`src/twg_pkg.sv`:
```
// shared types and constants for the thermal window to gray block
package twg_pkg;

   localparam int unsigned RAW_W   = 16;
   localparam int unsigned GRAY_W  = 8;
   localparam int unsigned STEPS   = GRAY_W;
   localparam int unsigned CNT_W   = $clog2(STEPS);

   localparam logic [RAW_W-1:0]  RAW_TOP     = '1;
   localparam logic [GRAY_W-1:0] GRAY_TOP    = '1;
   localparam logic [RAW_W-1:0]  LOW_RESET   = RAW_W'(30000);
   localparam logic [RAW_W-1:0]  SPAN_RESET  = RAW_W'(2000);

   // register indexes on the csr port
   localparam logic CSR_LOW_LEVEL = 1'b0;
   localparam logic CSR_SPAN      = 1'b1;

   typedef struct packed {
      logic [RAW_W-1:0] pixel;
      logic             frame_end;
   } req_type;

   typedef struct packed {
      logic [GRAY_W-1:0] gray;
      logic [RAW_W-1:0]  frame_min;
      logic [RAW_W-1:0]  frame_max;
      logic              last;
   } rsp_type;

   typedef enum logic [1:0] {
      ST_IDLE,
      ST_RUN,
      ST_EMIT
   } state_type;

   typedef struct packed {
      logic load;
      logic step;
      logic emit;
   } cmd_type;

   typedef struct packed {
      logic out_free;
   } status_type;

endpackage

```
`src/twg_ctrl.sv`:
```
// sequencer: accept, eight divider steps, then hand-off to the output register
module twg_ctrl (
   input  logic               clock,
   input  logic               reset,
   input  logic               req_valid,
   output logic               req_stall,
   input  twg_pkg::status_type status,
   output twg_pkg::cmd_type   cmd
);
   import twg_pkg::*;

   state_type        state_ff, state_in;
   logic [CNT_W-1:0] cnt_ff, cnt_in;

   always_ff @(posedge clock) begin
      if (reset) begin
         state_ff <= ST_IDLE;
         cnt_ff   <= '0;
      end else begin
         state_ff <= state_in;
         cnt_ff   <= cnt_in;
      end
   end

   // next state
   always_comb begin
      state_in = state_ff;
      cnt_in   = cnt_ff;
      unique case (state_ff)
         ST_IDLE: begin
            cnt_in = '0;
            if (req_valid) state_in = ST_RUN;
         end
         ST_RUN: begin
            cnt_in = cnt_ff + 1'b1;
            if (cnt_ff == CNT_W'(STEPS - 1)) state_in = ST_EMIT;
         end
         ST_EMIT: begin
            if (status.out_free) state_in = ST_IDLE;
         end
         default: state_in = ST_IDLE;
      endcase
   end

   // outputs
   always_comb begin
      cmd       = '0;
      req_stall = 1'b1;
      unique case (state_ff)
         ST_IDLE: begin
            req_stall = 1'b0;
            cmd.load  = req_valid;
         end
         ST_RUN:  cmd.step = 1'b1;
         ST_EMIT: cmd.emit = status.out_free;
         default: req_stall = 1'b1;
      endcase
   end

`ifndef SYNTHESIS
   a_one_cmd: assert property (@(posedge clock) disable iff (reset)
      $onehot0({cmd.load, cmd.step, cmd.emit}))
      else $error("more than one datapath command");
   a_load_runs: assert property (@(posedge clock) disable iff (reset)
      cmd.load |=> state_ff == ST_RUN && cnt_ff == '0)
      else $error("load did not start the divider");
   a_run_ends: assert property (@(posedge clock) disable iff (reset)
      state_ff == ST_RUN && cnt_ff == CNT_W'(STEPS - 1) |=> state_ff == ST_EMIT)
      else $error("divider did not finish after its steps");
`endif

endmodule

```
`src/twg_dp.sv`:
```
// datapath: config registers, frame min/max, shift-subtract divider, output register
module twg_dp (
   input  logic               clock,
   input  logic               reset,
   input  twg_pkg::req_type   req_data,
   output twg_pkg::rsp_type   rsp_data,
   output logic               rsp_valid,
   input  logic               rsp_stall,
   input  logic               csr_valid,
   input  logic               csr_index,
   input  logic [15:0]        csr_data,
   input  twg_pkg::cmd_type   cmd,
   output twg_pkg::status_type status
);
   import twg_pkg::*;

   logic [RAW_W-1:0]  low_ff, span_ff;
   logic [RAW_W-1:0]  run_min_ff, run_max_ff;
   logic [RAW_W-1:0]  run_min_in, run_max_in;
   logic [RAW_W-1:0]  pend_min_ff, pend_max_ff;
   logic              pend_last_ff;
   logic [RAW_W-1:0]  rem_ff;
   logic [GRAY_W-1:0] quot_ff;
   logic              zero_ff, sat_ff;
   rsp_type           rsp_data_ff;
   logic              rsp_valid_ff, rsp_valid_in;

   logic [RAW_W-1:0]  span_eff;
   logic [RAW_W:0]    diff;
   logic              below;
   logic              over;
   logic [RAW_W:0]    rem2;
   logic              fits;
   logic [RAW_W:0]    rem_sub;
   logic [RAW_W-1:0]  new_min, new_max;

   assign span_eff = (span_ff == '0) ? RAW_W'(1) : span_ff;
   assign diff     = {1'b0, req_data.pixel} - {1'b0, low_ff};
   assign below    = diff[RAW_W] || (diff[RAW_W-1:0] == '0);
   assign over     = !below && (diff[RAW_W-1:0] >= span_eff);
   assign rem2     = {rem_ff, 1'b0};
   assign fits     = rem2 >= {1'b0, span_eff};
   assign rem_sub  = rem2 - {1'b0, span_eff};

   assign new_min = (req_data.pixel < run_min_ff) ? req_data.pixel : run_min_ff;
   assign new_max = (req_data.pixel > run_max_ff) ? req_data.pixel : run_max_ff;

   always_comb begin
      run_min_in = run_min_ff;
      run_max_in = run_max_ff;
      if (cmd.load) begin
         run_min_in = req_data.frame_end ? RAW_TOP : new_min;
         run_max_in = req_data.frame_end ? '0 : new_max;
      end
   end

   // csr and running state
   always_ff @(posedge clock) begin
      if (reset) begin
         low_ff     <= LOW_RESET;
         span_ff    <= SPAN_RESET;
         run_min_ff <= RAW_TOP;
         run_max_ff <= '0;
      end else begin
         run_min_ff <= run_min_in;
         run_max_ff <= run_max_in;
         if (csr_valid) begin
            unique case (csr_index)
               CSR_LOW_LEVEL: low_ff  <= csr_data;
               CSR_SPAN:      span_ff <= csr_data;
               default:       low_ff  <= low_ff;
            endcase
         end
      end
   end

   // divider and pending report
   always_ff @(posedge clock) begin
      if (cmd.load) begin
         zero_ff      <= below;
         sat_ff       <= over;
         rem_ff       <= (below || over) ? '0 : diff[RAW_W-1:0];
         quot_ff      <= '0;
         pend_last_ff <= req_data.frame_end;
         pend_min_ff  <= req_data.frame_end ? new_min : '0;
         pend_max_ff  <= req_data.frame_end ? new_max : '0;
      end else if (cmd.step) begin
         rem_ff  <= fits ? rem_sub[RAW_W-1:0] : rem2[RAW_W-1:0];
         quot_ff <= {quot_ff[GRAY_W-2:0], fits};
      end
   end

   // output register
   always_comb begin
      rsp_valid_in = rsp_valid_ff;
      if (cmd.emit) rsp_valid_in = 1'b1;
      else if (!rsp_stall) rsp_valid_in = 1'b0;
   end

   always_ff @(posedge clock) begin
      if (reset) rsp_valid_ff <= 1'b0;
      else rsp_valid_ff <= rsp_valid_in;
   end

   always_ff @(posedge clock) begin
      if (cmd.emit) begin
         rsp_data_ff.gray      <= zero_ff ? '0 : (sat_ff ? GRAY_TOP : quot_ff);
         rsp_data_ff.frame_min <= pend_min_ff;
         rsp_data_ff.frame_max <= pend_max_ff;
         rsp_data_ff.last      <= pend_last_ff;
      end
   end

   assign rsp_data        = rsp_data_ff;
   assign rsp_valid       = rsp_valid_ff;
   assign status.out_free = !rsp_valid_ff || !rsp_stall;

`ifndef SYNTHESIS
   a_rem_below_divisor: assert property (@(posedge clock) disable iff (reset)
      cmd.step |-> rem_ff < span_eff)
      else $error("divider remainder not below divisor");
   a_emit_free: assert property (@(posedge clock) disable iff (reset)
      cmd.emit |-> status.out_free)
      else $error("emit into a full output register");
   a_zero_gray: assert property (@(posedge clock) disable iff (reset)
      cmd.emit && zero_ff |=> rsp_valid && rsp_data.gray == '0)
      else $error("pixel at or below level did not map to zero");
`endif

endmodule

```
`src/thermal_window_to_gray_top.sv`:
```
// top level of the thermal window to gray mapper
// Maps 16-bit raw thermal pixels to gray bytes, gray = (pixel - low_level) * 256 / span,
// truncated and clamped to 0..255 (span 0 acts as 1), and reports the frame minimum and
// maximum on the item flagged frame_end, then re-arms them. One item is worked at a time:
// after the accepting cycle it runs eight steps of the shared shift-subtract divider, then
// a hand-off state moves the result into the output register; no new item is accepted
// until that hand-off is done, and a stalled output holds the hand-off. The next item is
// accepted even while the previous result still waits in the output register. csr writes
// are taken every cycle (csr_ready is tied high) and should only be made while idle.
module thermal_window_to_gray_top (
   input  logic             clock,
   input  logic             reset,
   // input items
   input  logic             req_valid,
   output logic             req_stall,
   input  twg_pkg::req_type req_data,
   // result items
   output logic             rsp_valid,
   input  logic             rsp_stall,
   output twg_pkg::rsp_type rsp_data,
   // register writes: index 0 low_level, index 1 span
   input  logic             csr_valid,
   output logic             csr_ready,
   input  logic             csr_index,
   input  logic [15:0]      csr_data
);
   import twg_pkg::*;

   cmd_type    cmd;
   status_type status;

   // write port never back-pressures
   assign csr_ready = 1'b1;

   twg_ctrl u_ctrl (
      .clock     (clock),
      .reset     (reset),
      .req_valid (req_valid),
      .req_stall (req_stall),
      .status    (status),
      .cmd       (cmd)
   );

   // divider, min/max tracking and output register
   twg_dp u_dp (
      .clock     (clock),
      .reset     (reset),
      .req_data  (req_data),
      .rsp_data  (rsp_data),
      .rsp_valid (rsp_valid),
      .rsp_stall (rsp_stall),
      .csr_valid (csr_valid && csr_ready),
      .csr_index (csr_index),
      .csr_data  (csr_data),
      .cmd       (cmd),
      .status    (status)
   );

`ifndef SYNTHESIS
   a_accept_loads: assert property (@(posedge clock) disable iff (reset)
      req_valid && !req_stall |-> cmd.load)
      else $error("accepted item not loaded");
   a_busy_stalls: assert property (@(posedge clock) disable iff (reset)
      req_valid && !req_stall |=> req_stall)
      else $error("second item accepted while busy");
   a_emit_shows: assert property (@(posedge clock) disable iff (reset)
      cmd.emit |=> rsp_valid)
      else $error("result not presented after emit");
`endif

endmodule
```
`config.mk`:
```
export PLATFORM = sky130hd
export DESIGN_NAME = thermal_window_to_gray_top
export DESIGN_NICKNAME = d
export VERILOG_FILES = /design/src/twg_pkg.sv /design/src/twg_ctrl.sv /design/src/twg_dp.sv /design/src/thermal_window_to_gray_top.sv
export SDC_FILE = /design/constraint.sdc
export NUM_CORES = 1
export LEC_CHECK = 0
export BUFFER_PORTS_ARGS = -buffer_cell sky130_fd_sc_hd__buf_2
export CAP_MARGIN = 20
export CORE_MARGIN = 8
export CORE_UTILIZATION = 60
export DETAILED_ROUTE_END_ITERATION = 12
export PLACE_DENSITY = 0.8
export SYNTH_ARGS = -nofsm -noshare
export SYNTH_HDL_FRONTEND = slang
export SYNTH_HIERARCHICAL = 1
export SYNTH_SLANG_ARGS = --single-unit
```
`constraint.sdc`:
```
create_clock -name clock -period 5.13 [get_ports clock]
set_input_delay 0.7695 -clock clock [delete_from_list [all_inputs] [get_ports clock]]
set_output_delay 0.7695 -clock clock [all_outputs]
set_load 0.02 [all_outputs]
```
==> impl_metrics.py <==
metrics = {
    "outcome": {
        "status": "completed",
    },
    "synthesis": {
        "yosys.cell_types.count": 83,
        "synth_common_cells": "92 x edfxtp_1, 86 x inv_1, 80 x ha_1, 78 x dfxtp_1, 78 x nor2_1",
        "yosys_warnings": 6,
        "synth-edff-count": 92,
        "ys_seq_elements": 170,
        "synthCells": 938,
        "synth_flop_cell": "edfxtp_1",
        "postSynthAreaPerCell_um2": 10.1,
        "async_flop_share": 0,
        "synth_most_common_cell": "edfxtp_1",
        "yosys.area.top_type": "edfxtp_1",
        "synth_top_cells_by_area": "edfxtp_1 29%, dfxtp_1 16%, ha_1 11%, mux2i_1 3.9%, a21oi_1 3.4%",
        "syn_area_mm2": 0.00950,
        "netlist.area_leader.share": 0.291,
        "syn_nets": 1059,
        "synth.yosys.seq_area_share": 0.455,
    },
    "floorplan": {
        "core_mm2": 0.0157,
        "die_h_um": 142,
        "die_x_um": 142,
        "die-area_mm2": 0.0201,
        "rows": 46,
        "io_pins": 83,
        "initial_core_util": 0.607,
    },
    "routing": {
        "drt-initial-drc-count": 465,
        "wl_mm": 21.0,
        "vias_per_cell": 5.76,
        "firstDrtPassIters": 5,
        "route.detailed.wl_per_inst_um": 16.9,
        "vias": 7155,
        "drtAntennaViolNets": 0,
        "drc": 0,
    },
    "worst_setup_path": {
        "cpMostUsedCell": "inv_1",
        "crit_type": "in -> reg",
        "startpoint_type": "input pin",
        "critPathArrivalTime_ns": 4.86,
        "cp.required_ns": 5.40,
        "cpLargestDelayFamily": "compound AO/OA/AOI/OAI gates",
        "slowest_stage": "o2111ai_4",
        "endpoint_kind": "flop",
        "crit_fanout": 16,
        "crit_chain": "buf_2 -> inv_1 -> ha_1 -> inv_1 -> fa_1 -> a211oi_2 -> nor2_2 -> a2111oi_4 -> o31ai_1 -> xnor2_1 -> inv_1 -> ha_1 -> a211o_1 -> nor2_1 -> o21ai_0 -> o21ai_0 -> o2111ai_4 -> o22ai_1",
        "max_stage_delay_ns": 0.42,
        "crit_buf_inv": 4,
    },
    "run": {
        "drv_cap": 0,
    },
    "layout": {
        "layout-drive-gt1-share": 0.163,
        "stdcell_count": 1243,
        "syn2layout_area_growth_pct": 12.7,
        "antenna_cells": 0,
        "fin_util": 0.684,
        "fin_nets": 1135,
    },
    "sta": {
        "fin_tns_setup_ns": 0,
        "rsz0062_at_grt": "false",
        "hold_viol_final": 0,
        "fmax_ghz": 0.218,
        "slew_viol_final": 0,
        "fin_skew_ns": 0.00776,
        "fin_crit_ns": 4.59,
        "hold_ws_ns": 0.417,
        "max-slew-margin-rel": 0.368,
        "fin_crit_sh": 0.895,
        "setup_violations": 0,
        "worst_pin_slew_ns": 0.948,
    },
    "pwr": {
        "cellLeakagePower_nw": 4.65,
        "power.density_mw_per_mm2": 392,
        "finalPower_mw": 4.19,
        "irDropWorstVdd_uv": 241,
    },
    "clocking": {
        "cts_inserted_buffers": 17,
        "cts_max_level": 4,
        "clock_sinks": 170,
        "clk_latency_ns": 0.44,
        "cts_resized": 0,
        "cts_setup_buffers": 0,
        "cts-root-buf": "clkbuf_16",
        "cts_hold_buf": 0,
        "cts.clk_slew.worst_paths_ns": 0.07,
        "cts_tree": "yes",
        "clock_path_buffers": 2,
    },
    "placed_design": {
        "io_buffer_count": 81,
        "dp_hpwl_mm": 15.3,
        "gp_congestion": 0.951,
        "dp_cells": 1211,
    },
    "global_route": {
        "grt_use_total": 0.211,
        "grt_pass1_vias": 6767,
        "grt_max_degree": 59,
        "antenna_found_initial": 0,
        "grt_pass1_wl_mm": 33.6,
        "grt_overflow": 0,
    },
    "worst_hold_path": {
        "hp-class": "reg -> reg",
    },
}
## cells in the final DEF, fill, tap and decap left out, drive strengths merged, types with 20 or more instances in the layout
master and n:
ha 80, o21ai 24, nor2 79, mux2i 37, nand2 71, o22ai 34, clkbuf 20, inv 92
dfxtp 78, nor2b 42, a21oi 68, buf 92, nand2b 24, edfxtp 92
## registers in the layout (all words and copies together), names as in the netlist
register           count
u_dp/rsp_data         41
u_dp/span_ff          16
u_dp/zero_ff           1
u_dp/low_ff           16
u_dp/rem_ff           16
u_dp/sat_ff            1
u_dp/rsp_valid         1
u_dp/run_min_ff       16
u_ctrl/state_ff        2
u_dp/pend_max_ff      16
u_dp/pend_min_ff      16
u_dp/run_max_ff       16
u_dp/pend_last_ff      1
u_dp/quot_ff           8
u_ctrl/cnt_ff          3
## where the power goes
part,internal (mW),switching (mW),total (mW)
clock network,0.686,0.565,1.25
registers,1.59,0.0662,1.66
logic,0.561,0.720,1.28
total,2.84,1.35,4.19
## final timing paths
| check | from | slack (ns) | end | depth (start not counted) |
|---|---|---|---|---|
| hold / removal | u_dp/pend_max_ff[0] | 0.42 | u_dp/rsp_data[1] | 0 |
| hold reg to reg | u_dp/pend_max_ff[0] | 0.42 | u_dp/rsp_data[1] | 0 |
| setup / recovery | req_data[1] | 0.54 | u_dp/rem_ff[4] | 18 |
| setup reg to reg | u_dp/low_ff[0] | 0.78 | u_dp/rem_ff[4] | 16 |
## through the flow
stage                     setup slack [ns]  area, um^2
after global routing                 0.142       10700
after detailed placement             0.183       10100
final                                0.540       10700
after floorplan                      0.716        9500
after global placement               0.314       10100
after CTS                            0.622       10700
## area by class of cell
type                            count  area, um^2
Clock buffer                       20         437
Clock inverter                     12         134
Fill cell                        1210        4950
Inverter                           86         323
Multi-Input combinational cell    647        4730
Sequential cell                   170        4320
Tap cell                          216         270
Timing Repair Buffer               92         488
## routing by layer
metal | share of wire | vias up | GRT usage | wire [um]
met3 | 0.055 | 30 | 0.0393 | 1160
li1 | - | 3522 | - | -
met5 | 0 | - | 0 | 0
met4 | 0.018 | 0 | 0.0774 | 376
met2 | 0.47 | 220 | 0.350 | 9910
met1 | 0.45 | 3383 | 0.271 | 9530
## worst reg2reg max path: stages, from the launching register on
cell       delay [ns]
dfxtp_1          0.34
ha_1             0.18
inv_1            0.06
fa_1             0.41
a211oi_2         0.35
nor2_2           0.13
a2111oi_4        0.41
o31ai_1          0.18
xnor2_1          0.22
inv_1            0.07
ha_1             0.29
a211o_1          0.29
nor2_1           0.08
o21ai_0          0.07
o21ai_0          0.39
o2111ai_4        0.42
o22ai_1          0.29
## logic make-up (layout without fill, tap and decap cells)
kind of cell | count (synthesis) | after routing | share of synthesized area
AO/OA/AOI/OAI | 219 | 219 | 0.170
XOR/XNOR | 21 | 21 | 0.0209
adder cells (fa/ha/maj) | 82 | 82 | 0.110
buffers and inverters | 121 | 210 | 0.0498
flip-flops | 170 | 170 | 0.455
multiplexers | 38 | 38 | 0.0402
other | 1 | 1 | 0.000395
AND/OR/NAND/NOR | 286 | 286 | 0.154
(Power assumes the default switching activity.)
